## config.mk

```make
export PLATFORM = sky130hd
export DESIGN_NAME = nfps_ctrl
export DESIGN_NICKNAME = d
export VERILOG_FILES = /design/src/sv/nfps_pkg.sv /design/src/sv/nfps_ctrl.sv
export SDC_FILE = /design/constraint.sdc
export NUM_CORES = 1
export LEC_CHECK = 0
export BUFFER_PORTS_ARGS = -buffer_cell sky130_fd_sc_hd__buf_4
export CORE_AREA = 2 2 39 41
export CTS_CLUSTER_SIZE = 25
export DETAILED_ROUTE_END_ITERATION = 10
export DIE_AREA = 0 0 41 43
export PLACE_DENSITY = 0.64
export SYNTH_ARGS = -nofsm -noshare
export SYNTH_HDL_FRONTEND = slang
export SYNTH_SLANG_ARGS = --single-unit
```

## constraint.sdc

```tcl
create_clock -name clk -period 1.3 [get_ports clk]
set_input_delay 0.065 -clock clk [delete_from_list [all_inputs] [get_ports clk]]
set_output_delay 0.065 -clock clk [all_outputs]
set_load 0.02 [all_outputs]
```

## src/sv/nfps_pkg.sv

```systemverilog
package nfps_pkg;

	localparam int MAX_BANKS   = 2;
	localparam int MAX_BLOCKS  = 16;
	localparam int MAX_PAGES   = 16;
	localparam int DATA_WORDS  = 8;
	localparam int SPARE_WORDS = 2;

	localparam int PAGE_WORDS  = DATA_WORDS + SPARE_WORDS;
	localparam int MARK_ROWS   = MAX_BANKS * MAX_BLOCKS;
	localparam int ROW_W       = $clog2(MARK_ROWS);
	localparam int PG_W        = $clog2(MAX_PAGES);
	localparam int STORE_DEPTH = MARK_ROWS * MAX_PAGES * PAGE_WORDS;
	localparam int ADDR_W      = $clog2(STORE_DEPTH);
	localparam int CNT_W       = $clog2(PAGE_WORDS + 1);
	localparam int IDX_W       = $clog2(PAGE_WORDS);

	localparam int OP_W    = 2;
	localparam int BANK_W  = 2;
	localparam int BLOCK_W = 5;
	localparam int PAGE_W  = 5;
	localparam int WIDX_W  = 4;
	localparam int WORD_W  = 32;
	localparam int STAT_W  = 3;
	localparam int NB_W    = 2;
	localparam int NK_W    = 5;
	localparam int NP_W    = 5;

	localparam int IN_DATA_W  = 48;
	localparam int OUT_DATA_W = 40;

	typedef enum logic [OP_W-1:0] {
		OP_LOAD    = 2'd0,
		OP_PROGRAM = 2'd1,
		OP_READ    = 2'd2,
		OP_ERASE   = 2'd3
	} op_t;

	typedef enum logic [STAT_W-1:0] {
		ST_OK        = 3'd0,
		ST_INVALID   = 3'd1,
		ST_OVERWRITE = 3'd2,
		ST_POSITION  = 3'd3,
		ST_EMPTY     = 3'd4
	} status_t;

	localparam logic [1:0] REG_NUM_BANKS  = 2'd0;
	localparam logic [1:0] REG_NUM_BLOCKS = 2'd1;
	localparam logic [1:0] REG_NUM_PAGES  = 2'd2;

	typedef struct packed {
		logic [NB_W-1:0] nb;
		logic [NK_W-1:0] nk;
		logic [NP_W-1:0] np;
	} cfg_t;

	typedef struct packed {
		logic [OP_W-1:0]    op;
		logic [BANK_W-1:0]  bank;
		logic [BLOCK_W-1:0] block;
		logic [PAGE_W-1:0]  page;
		logic [WIDX_W-1:0]  widx;
		logic [WORD_W-1:0]  wval;
	} item_t;

	typedef struct packed {
		logic accept;
		logic stat_ld;
		logic mark_set;
		logic mark_clr;
		logic base_ld;
		logic prog_wr;
		logic read_run;
		logic resp_ld;
	} cmd_t;

	typedef struct packed {
		op_t     op;
		status_t chk;
		logic    prog_last;
		logic    read_done;
		logic    out_free;
	} sts_t;

endpackage

```

## src/sv/nfps_ctrl.sv

```systemverilog
module nfps_ctrl (
	input  logic                      clk,
	input  logic                      arst_n,
	input  logic                      s_tvalid,
	output logic                      s_tready,
	input  logic [nfps_pkg::OP_W-1:0] in_op,
	input  nfps_pkg::sts_t            sts,
	output nfps_pkg::cmd_t            cmd
);
	import nfps_pkg::*;

	typedef enum logic [4:0] {
		S_IDLE  = 5'b00001,
		S_CHECK = 5'b00010,
		S_PROG  = 5'b00100,
		S_READ  = 5'b01000,
		S_RESP  = 5'b10000
	} state_t;

	state_t state_q, state_nxt;

	always_ff @(posedge clk or negedge arst_n) begin
		if (!arst_n) begin
			state_q <= S_IDLE;
		end else begin
			state_q <= state_nxt;
		end
	end

	assign s_tready = (state_q == S_IDLE);

	always_comb begin
		cmd = '0;
		state_nxt = state_q;
		case (state_q)
			S_IDLE: begin
				if (s_tvalid) begin
					cmd.accept = 1'b1;
					// loads finish in the accept cycle
					if (in_op != OP_LOAD) state_nxt = S_CHECK;
				end
			end
			S_CHECK: begin
				cmd.stat_ld = 1'b1;
				state_nxt = S_RESP;
				if (sts.chk == ST_OK) begin
					case (sts.op)
						OP_PROGRAM: begin
							cmd.mark_set = 1'b1;
							cmd.base_ld = 1'b1;
							state_nxt = S_PROG;
						end
						OP_READ: begin
							cmd.base_ld = 1'b1;
							state_nxt = S_READ;
						end
						OP_ERASE: begin
							cmd.mark_clr = 1'b1;
						end
						default: begin
							state_nxt = S_RESP;
						end
					endcase
				end
			end
			S_PROG: begin
				cmd.prog_wr = 1'b1;
				if (sts.prog_last) state_nxt = S_RESP;
			end
			S_READ: begin
				cmd.read_run = 1'b1;
				if (sts.read_done) state_nxt = S_IDLE;
			end
			S_RESP: begin
				if (sts.out_free) begin
					cmd.resp_ld = 1'b1;
					state_nxt = S_IDLE;
				end
			end
			default: begin
				state_nxt = S_IDLE;
			end
		endcase
	end

endmodule

```

==> results of run 1 <==
==> cell usage after synthesis (2+ instances only) <==
| cell | number |
|---|---|
| sky130_fd_sc_hd__inv_1 | 6 |
| sky130_fd_sc_hd__and3b_1 | 2 |
| sky130_fd_sc_hd__ha_1 | 3 |
| sky130_fd_sc_hd__dfrtp_1 | 4 |
| sky130_fd_sc_hd__nor3_1 | 3 |
| sky130_fd_sc_hd__nand2_1 | 3 |
| sky130_fd_sc_hd__and2_1 | 2 |
| sky130_fd_sc_hd__and3_1 | 2 |
| sky130_fd_sc_hd__nor2_1 | 2 |
| sky130_fd_sc_hd__o21ai_0 | 2 |
==> power by group <==
| group | leakage (nW) | switching (W) | total (W) | internal (W) |
|---|---|---|---|---|
| Sequential | 0.0640 | 0.0000642 | 0.000265 | 0.000201 |
| Clock | 0.0150 | 0.0000699 | 0.000186 | 0.000116 |
| Combinational | 0.354 | 0.000262 | 0.000619 | 0.000357 |
| Total | 0.433 | 0.000396 | 0.00107 | 0.000674 |
==> layer usage <==
layer / vias up / global-route usage [%] / wire [um]
met5: - / 0 / 0
met4: 0 / 10.0 / 18
met3: 2 / 1.57 / 36
met2: 14 / 29.1 / 715
met1: 226 / 18.5 / 474
li1: 242 / - / -
==> cells in the final DEF, fill, tap and decap left out, types with 2 or more instances in the layout <==
cell type,count
sky130_fd_sc_hd__buf_4,27
sky130_fd_sc_hd__nor3_1,2
sky130_fd_sc_hd__dfrtp_1,3
sky130_fd_sc_hd__buf_6,11
sky130_fd_sc_hd__nand2_1,3
sky130_fd_sc_hd__clkbuf_4,3
sky130_fd_sc_hd__o21ai_0,2
sky130_fd_sc_hd__nor4_4,2
sky130_fd_sc_hd__inv_1,5
sky130_fd_sc_hd__ha_1,3
==> kinds of logic (layout without fill, tap and decap cells) <==
group	count (synthesis)	count (layout)
flops	5	5
compound gates	8	8
simple gates	22	22
fa+ha+maj	3	3
buf+inv	7	49
==> stage by stage <==
stage / instances / setup WS (ns) / setup TNS [ns]
floorplan: 45 / -0.256 / -1.36
global placement: 91 / -0.0398 / -0.111
detailed placement: 91 / -0.0714 / -0.266
CTS: 102 / -0.334 / -2.44
global route: 103 / -0.425 / -3.63
finish: 103 / -0.336 / -2.62
==> area by class of cell <==
cell class                      count  area [um^2]
Clock buffer                        4         26.3
Fill cell                         132          556
Inverter                            6         22.5
Multi-Input combinational cell     33          295
Sequential cell                     5          128
Tap cell                           16         20.0
Timing Repair Buffer               39          337
==> what timing repair did <==
action | in CTS | in global routing
resized for setup | 12 | 7
endpoints found under the setup margin | 14 | 14
hold endpoints to repair | 5 | 0
hold buffers | 1 | 0
pin swaps | 4 | 4
setup buffers | 7 | 1
==> path summary, 6_finish.rpt <==
check,start,endpoint,cells after the start
setup / recovery,state_q[3],cmd[3],4
hold / removal,sts[2],state_q[4],2
setup reg to reg,state_q[3],state_q[2],6
hold reg to reg,state_q[4],state_q[0],2
max in group asynchronous,arst_n,state_q[0],2
min in group asynchronous,arst_n,state_q[3],2
==> metrics.log, run 1 <==
[metrics] run status: complete, but fails checks
[metrics] violated checks: setup timing
[metrics] clock latency of the later-clocked register in the worst-skew pair: 0.25 ns
[metrics] headroom to the max-slew limit: 78.9%
[metrics] final clock period utilization by the worst path: 126%
[metrics] Critical path buffers and inverters: 1
[metrics] top cell type's share of synthesized area: 24.8%
[metrics] adder-cell share of the synthesized area: 9.29%
[metrics] CTS Buffer Depth: 2
[metrics] area of all placed cells without fillers: 828 um^2
[metrics] area after detailed placement: 661 um^2
[metrics] compound-gate portion of the synthesized area: 13.9%
[metrics] path type of the worst min-delay path: input port to flip-flop
[metrics] placeable core region: 1380 um^2
[metrics] slowest cell on the critical path: sky130_fd_sc_hd__dfrtp_1
[metrics] setup ws final: -0.336 ns
[metrics] transition at the pin with the smallest max-transition slack: 0.313 ns
[metrics] final hold violation count: 0
[metrics] dpl hpwl: 825 um
[metrics] overall via count from detail_route: 484
[metrics] worst setup path class: flip-flop to primary output
[metrics] Die W: 41 um
[metrics] type of element capturing the critical path: primary output
[metrics] data arrival time of the worst path: 1.57 ns
[metrics] number of distinct library cell variants in the gate-level netlist after synthesis: 26
[metrics] Max Freq: 0.611 GHz
[metrics] delay contributed by the slowest stage of the critical path: 0.37 ns
[metrics] clock tree skew after final layout: 0.00239 ns
[metrics] largest fanout on the critical path: 5
[metrics] post-layout util: 59.9%
[metrics] number of diodes added for antenna fixing: 0
[metrics] final number of max-transition violations: 0
[metrics] Worst Path Required: 1.24 ns
[metrics] Root Buffer Master: sky130_fd_sc_hd__clkbuf_4
[metrics] mean instance size in the synthesized netlist: 8.98 um^2
[metrics] crit-path leading delay family: simple AND/OR/NAND/NOR gates
[metrics] Gate Count Post-Synth: 45
[metrics] cells traversed along the worst timing path: or2_4 -> nor4b_4 -> and3b_2 -> buf_6
[metrics] flops & latches, synth: 5
[metrics] CTS tree: done
[metrics] I/O pins: 22
[metrics] cells taking the most area after synthesis: sky130_fd_sc_hd__dfrtp_1 (25%), sky130_fd_sc_hd__ha_1 (9.3%), sky130_fd_sc_hd__dfstp_2 (6.5%), sky130_fd_sc_hd__nor4b_4 (5.9%), sky130_fd_sc_hd__inv_1 (5.6%)
[metrics] global-route wire length before repair: 1970 um
[metrics] H-tree depth: 1
[metrics] Vias per Instance: 4.70
[metrics] largest net degree at the start of global routing: 7
[metrics] register with the most flip-flops: state_q
[metrics] CTS buffer count: 3
[metrics] proportion of synthesized area in mux cells: 0%
[metrics] fin crit period: 1.64 ns
[metrics] registers with the highest flip-flop counts: state_q (5)
[metrics] number of buffers inserted by port buffering: 21
[metrics] number of flip-flops in the largest register: 5
[metrics] RSZ-0062 raised after global routing: true
[metrics] drt pass-1 iters: 4
[metrics] die footprint: 1760 um^2
[metrics] global route overflow: 0
[metrics] row count: 14
[metrics] Synth Area in Simple Gates: 38.1%
[metrics] vias in the first global route: 517
[metrics] Power per Cell Area: 1290 nW/um^2
[metrics] Static Leak: 0.433 nW
[metrics] detailed-route wire length per cell: 12.1 um
[metrics] post-synthesis cell area: 404 um^2
[metrics] Post-synth ARST share: 100%
[metrics] Die Y: 43 um
[metrics] largest area contributor in the netlist: sky130_fd_sc_hd__dfrtp_1
[metrics] predominant post-synthesis flop cell: sky130_fd_sc_hd__dfrtp_1
[metrics] xor and xnor area share after synthesis: 0%
[metrics] antenna viol nets, final: 0
[metrics] power consumption: 0.00107 W
[metrics] residual DRC count: 0
[metrics] placer's final routability congestion estimate: 0.685
[metrics] Nets: 104
[metrics] GR Util All Layers: 16.9%
[metrics] Final setup viols: 14
[metrics] fraction of final layout cells with drive strength greater than 1: 62.1%
[metrics] starting density of the core: 29.2%
[metrics] max cap viols: 0
[metrics] nature of the critical path startpoint: flip-flop
[metrics] post-detailed-routing wire length: 1250 um
[metrics] layout-stage area growth over the synthesis result: 105%
[metrics] initial antenna violation count: 0
[metrics] EDFF count, synth: 0
[metrics] worst hold slack: 0.0708 ns
[metrics] 1st-iter DRT viols: 3
[metrics] worst-case register-to-register setup slack: -0.22 ns
[metrics] dominant combinational cell family by area after synthesis: simple AND/OR/NAND/NOR gates
[metrics] clk sink count: 5
[metrics] share of synthesized area occupied by flip-flops and latches: 31.3%
[metrics] worst vdd ir: 802 uV
[metrics] clock slew at the register clock pins of the worst setup and hold paths: 0.05 ns
[metrics] synthesized net count: 61
[metrics] total of warnings raised by yosys: 0
Note: power is estimated with default switching activity, not from simulation.
==> run 2: changes to the inputs <==
CTS_BUF_LIST = sky130_fd_sc_hd__clkbuf_2   (was not set)
==> run 2 against run 1 <==
Against the previous run: the flow still finishes with violations (setup timing); combinational power fell by 3%; register-to-register slack barely moved; cell count fell by 0.97%; critical path depth did not move; sequential power fell by 2%; count of clock-buffer cells in the layout did not move; flip-flop and latch count did not move; setup slack improved by 0.038 ns; core utilization fell by 1.4 points; design area fell by 2.4%.
==> metrics.log, run 2 (synthesis gave the netlist of run 1 again) <==
[metrics] drt pass-1 iters: 4
[metrics] number of instances in the placed design: 91
[metrics] Root Buffer Master: sky130_fd_sc_hd__clkbuf_2
[metrics] fraction of final layout cells with drive strength greater than 1: 62.8%
[metrics] Vias per Instance: 4.68
[metrics] register with the most flip-flops: state_q
[metrics] starting density of the core: 29.2%
[metrics] multi-input combinational cell area: 289 um^2
[metrics] Int Pwr: 0.000629 W
[metrics] highest-count cells in the layout ignoring fill and taps: sky130_fd_sc_hd__buf_4 (26), sky130_fd_sc_hd__buf_6 (11), sky130_fd_sc_hd__inv_1 (5), sky130_fd_sc_hd__clkbuf_2 (4)
[metrics] number of buffers inserted by port buffering: 21
[metrics] type of element capturing the critical path: primary output
[metrics] H-tree depth: 1
[metrics] initial antenna violation count: 0
[metrics] Nets: 103
[metrics] area of all placed cells without fillers: 808 um^2
[metrics] max cap viols: 0
[metrics] 1st-iter DRT viols: 10
[metrics] Static Leak: 0.427 nW
[metrics] final clock period utilization by the worst path: 123%
[metrics] I/O pins: 22
[metrics] placer's final routability congestion estimate: 0.685
[metrics] vias in the first global route: 496
[metrics] die footprint: 1760 um^2
[metrics] worst slack at placement: -0.0714 ns
[metrics] dpl hpwl: 825 um
[metrics] run status: complete, but fails checks
[metrics] area occupied by registers: 128 um^2
[metrics] post-detailed-routing wire length: 1220 um
[metrics] transition at the pin with the smallest max-transition slack: 0.322 ns
[metrics] clock latency of the later-clocked register in the worst-skew pair: 0.21 ns
[metrics] antenna viol nets, final: 0
[metrics] Worst Path Required: 1.24 ns
[metrics] fin crit period: 1.60 ns
[metrics] layout-stage area growth over the synthesis result: 100%
[metrics] overall via count from detail_route: 477
[metrics] worst vdd ir: 726 uV
[metrics] final number of max-transition violations: 0
[metrics] detailed-route wire length per cell: 12.0 um
[metrics] row count: 14
[metrics] path type of the worst min-delay path: input port to flip-flop
[metrics] Die W: 41 um
[metrics] CTS Buffer Depth: 2
[metrics] violated checks: setup timing
[metrics] worst setup path class: flip-flop to primary output
[metrics] final cell count without fillers: 102
[metrics] setup ws final: -0.297 ns
[metrics] global-route wire length before repair: 1890 um
[metrics] number of diodes added for antenna fixing: 0
[metrics] Clk pwr share: 14.1%
[metrics] leading cell type in the layout, fill and taps excluded: sky130_fd_sc_hd__buf_4
[metrics] data arrival time of the worst path: 1.53 ns
[metrics] NetSw: 0.000377 W
[metrics] clock slew at the register clock pins of the worst setup and hold paths: 0.06 ns
[metrics] CTS buffer count: 3
[metrics] GR Util All Layers: 16.0%
[metrics] Seq pwr share: 26.0%
[metrics] Die Y: 43 um
[metrics] largest fanout on the critical path: 5
[metrics] net switching fraction of the power: 37.5%
[metrics] CTS tree: done
[metrics] clk sink count: 5
[metrics] placeable core region: 1380 um^2
[metrics] Final setup viols: 14
[metrics] largest net degree at the start of global routing: 7
[metrics] power consumption: 0.00101 W
[metrics] global route overflow: 0
[metrics] setup TNS after final layout: -2.23 ns
[metrics] Max Freq: 0.626 GHz
[metrics] combinational share of power: 59.9%
[metrics] RSZ-0062 raised after global routing: true
[metrics] Power per Cell Area: 1240 nW/um^2
[metrics] registers with the highest flip-flop counts: state_q (5)
[metrics] number of flip-flops in the largest register: 5
[metrics] filler cell count: 128
[metrics] clock tree skew after final layout: 0.00435 ns
[metrics] final hold violation count: 0
[metrics] headroom to the max-slew limit: 78.3%
[metrics] area after detailed placement: 661 um^2
[metrics] residual DRC count: 0
[metrics] nature of the critical path startpoint: flip-flop
run 2: routing by layer:
metal / GRT usage, % / up-vias / wire length [um]
met5: 0 / - / 0
met4: 8.00 / 0 / 0
met3: 1.57 / 0 / 49
met2: 27.2 / 14 / 675
met1: 18.5 / 223 / 498
li1: - / 240 / -
run 2: worst paths after layout:
check                      cells past startpoint        from  slack (ns)    endpoint
max                                            4  state_q[3]       -0.30      cmd[3]
min                                            2      sts[2]        0.10  state_q[4]
max reg2reg                                    6  state_q[3]       -0.23  state_q[2]
min reg2reg                                    2  state_q[4]        0.70  state_q[0]
max in group asynchronous                      2      arst_n        0.91  state_q[0]
min in group asynchronous                      2      arst_n        0.20  state_q[1]
run 2: stage by stage:
stage	hold WS (ns)	utilization (%)
detailed placement	-0.131	47.7
finish	0.102	58.4
CTS	0.0944	56.1
global route	0.0982	58.4
global placement	-0.133	47.7
floorplan	-0.231	-
run 2: layout make-up:
cell class                 count  share of cell area, %
timing repair buffer          38                   40.7
multi-input combinational     33                   35.8
sequential                     5                   15.8
inverter                       6                   2.79
clock buffer                   4                   2.48
tap                           16                   2.48
run 2: timing repair:
action,4_1_cts,5_1_grt
hold buffers,1,0
endpoints found under the setup margin,14,14
pin swaps,3,2
buffers inserted,6,1
gates cloned,0,0
resized for setup,13,5
hold endpoints to repair,5,0
run 2: critical path, stage by stage, from the launching register on:
cell and delay [ns]:
sky130_fd_sc_hd__dfrtp_1 0.37, sky130_fd_sc_hd__or2_4 0.27, sky130_fd_sc_hd__nor4b_4 0.31, sky130_fd_sc_hd__and3b_2 0.26, sky130_fd_sc_hd__buf_6 0.11
run 2: power by group through the flow:
stage	clock [W]	sequential (W)	combinational (W)
after floorplan	0	0.000258	0.000242
after global placement	0	0.000260	0.000450
after detailed placement	0	0.000260	0.000450
after CTS	0.000148	0.000258	0.000583
after global routing	0.000157	0.000266	0.000648
final	0.000142	0.000261	0.000603
==> run 3: changes to the inputs <==
PLACE_DENSITY = 0.62   (was 0.64)
clock period = 1.48 ns   (was 1.3 ns; I/O delays follow)
==> run 3 against run 2 <==
Against the previous run: the run still ends with setup timing left; critical path depth did not move; count of clock-buffer cells in the layout did not move; clock skew shrank 0.0039 ns; register-to-register slack better by 0.19 ns; cell count down 4.9%; core utilization is 4.7 points lower; non-clock buffer count decreased by 5.
==> metrics.log, run 3 (synthesis gave the netlist of run 1 again) <==
[metrics] type of element capturing the critical path: primary output
[metrics] multi-input combinational cell area: 282 um^2
[metrics] placeable core region: 1380 um^2
[metrics] initial antenna violation count: 0
[metrics] number of buffers inserted by port buffering: 21
[metrics] filler cell count: 129
[metrics] antenna viol nets, final: 0
[metrics] run status: complete, but fails checks
[metrics] final clock period utilization by the worst path: 108%
[metrics] die footprint: 1760 um^2
[metrics] number of instances in the placed design: 82
[metrics] fin crit period: 1.60 ns
[metrics] post-detailed-routing wire length: 1010 um
[metrics] clock slew at the register clock pins of the worst setup and hold paths: 0.05 ns
[metrics] H-tree depth: 1
[metrics] number of diodes added for antenna fixing: 0
[metrics] number of flip-flops in the largest register: 5
[metrics] Worst Path Required: 1.41 ns
[metrics] final hold violation count: 0
[metrics] Static Leak: 0.398 nW
[metrics] registers with the highest flip-flop counts: state_q (5)
[metrics] Vias per Instance: 4.63
[metrics] area of all placed cells without fillers: 743 um^2
[metrics] detailed-route wire length per cell: 10.4 um
[metrics] I/O pins: 22
[metrics] global-route wire length before repair: 1610 um
[metrics] worst vdd ir: 472 uV
[metrics] transition at the pin with the smallest max-transition slack: 0.457 ns
[metrics] register with the most flip-flops: state_q
[metrics] 1st-iter DRT viols: 6
[metrics] CTS tree: done
[metrics] headroom to the max-slew limit: 69.3%
[metrics] Nets: 98
[metrics] final number of max-transition violations: 0
[metrics] worst setup path class: flip-flop to primary output
[metrics] largest net degree at the start of global routing: 9
[metrics] post-layout util: 53.7%
[metrics] clk sink count: 5
[metrics] Power per Cell Area: 1020 nW/um^2
[metrics] overall via count from detail_route: 449
[metrics] area after detailed placement: 593 um^2
[metrics] final cell count without fillers: 97
[metrics] residual DRC count: 0
[metrics] CTS buffer count: 3
[metrics] placer's final routability congestion estimate: 0.712
[metrics] drt pass-1 iters: 3
[metrics] global route overflow: 0
[metrics] vias in the first global route: 433
[metrics] highest-count cells in the layout ignoring fill and taps: sky130_fd_sc_hd__buf_4 (26), sky130_fd_sc_hd__inv_1 (6), sky130_fd_sc_hd__buf_6 (6), sky130_fd_sc_hd__clkbuf_2 (4), sky130_fd_sc_hd__dfrtp_1 (4)
[metrics] data arrival time of the worst path: 1.53 ns
[metrics] number of instances on the worst hold path: 2
[metrics] area occupied by registers: 126 um^2
[metrics] fraction of final layout cells with drive strength greater than 1: 56.8%
[metrics] starting density of the core: 29.2%
[metrics] layout-stage area growth over the synthesis result: 83.9%
[metrics] GR Util All Layers: 13.4%
[metrics] row count: 14
[metrics] dpl hpwl: 737 um
[metrics] clock latency of the later-clocked register in the worst-skew pair: 0.21 ns
[metrics] max cap viols: 0
[metrics] clock tree skew after final layout: 0.000448 ns
[metrics] CTS Buffer Depth: 2
[metrics] Die Y: 43 um
[metrics] path type of the worst min-delay path: input port to flip-flop
[metrics] RSZ-0062 raised after global routing: true
[metrics] Root Buffer Master: sky130_fd_sc_hd__clkbuf_2
[metrics] nature of the critical path startpoint: flip-flop
[metrics] Die W: 41 um
[metrics] largest fanout on the critical path: 4
[metrics] setup ws final: -0.124 ns
[metrics] Max Freq: 0.623 GHz
[metrics] leading cell type in the layout, fill and taps excluded: sky130_fd_sc_hd__buf_4
[metrics] reg2reg path depth: 6
[metrics] violated checks: setup timing
[metrics] Final setup viols: 6
## run 3: cell count changes in the layout (fill, tap and decap cells not counted), sizes merged
cell,delta
buf,-5
## run 3: repair_timing
item	4_1_cts	5_1_grt
setup buffers	7	4
pin swaps	5	3
hold buffers	1	0
endpoints found under the setup margin	6	12
hold endpoints to repair	5	0
resized for setup	6	6
## run 3: layout make-up
cell class              count  share of cell area [%]
clock buffers               4                    2.69
well taps                  16                    2.69
inverters                   6                    3.03
multi-input cells          33                    37.9
flip-flops and latches      5                    17.0
repair buffers             33                    36.7
## run 3: per-stage QoR
stage | hold WS [ns] | setup TNS [ns] | setup slack [ns] | power [W]
2_1_floorplan | -0.222 | -0.175 | -0.0848 | 0.000435
3_3_place_gp | -0.123 | 0 | 0.0287 | 0.000554
3_5_place_dp | -0.122 | 0 | 0.0369 | 0.000557
4_1_cts | 0.109 | -0.793 | -0.194 | 0.000754
5_1_grt | 0.106 | -1.05 | -0.196 | 0.000815
6_report | 0.117 | -0.511 | -0.124 | 0.000758
## run 3: final timing paths
path                       slack, ns         end       start
setup reg to reg               -0.04  state_q[2]  state_q[3]
max in group asynchronous       1.09  state_q[0]      arst_n
setup / recovery               -0.12      cmd[5]  state_q[3]
min in group asynchronous       0.20  state_q[4]      arst_n
hold reg to reg                 0.72  state_q[0]  state_q[4]
hold / removal                  0.12  state_q[4]      sts[2]
## run 3: routing by layer
| layer | track usage (%) | up-vias | wire length, um |
|---|---|---|---|
| met5 | 0 | - | 0 |
| met4 | 8.00 | 0 | 0 |
| met3 | 3.14 | 0 | 36 |
| met2 | 20.6 | 12 | 524 |
| met1 | 16.1 | 206 | 449 |
| li1 | - | 231 | - |
## run 3: critical path, cell delays in order, from the launching register on
cell and delay, ns:
sky130_fd_sc_hd__dfrtp_1 0.38, sky130_fd_sc_hd__or2_4 0.26, sky130_fd_sc_hd__nor4b_4 0.31, sky130_fd_sc_hd__and3_4 0.25, sky130_fd_sc_hd__buf_6 0.11
## run 3: report_power, final
| group | internal [W] | leakage [nW] | switching, W |
|---|---|---|---|
| clock network | 0.0000715 | 0.0166 | 0.0000520 |
| logic | 0.000228 | 0.316 | 0.000188 |
| registers | 0.000173 | 0.0654 | 0.0000454 |
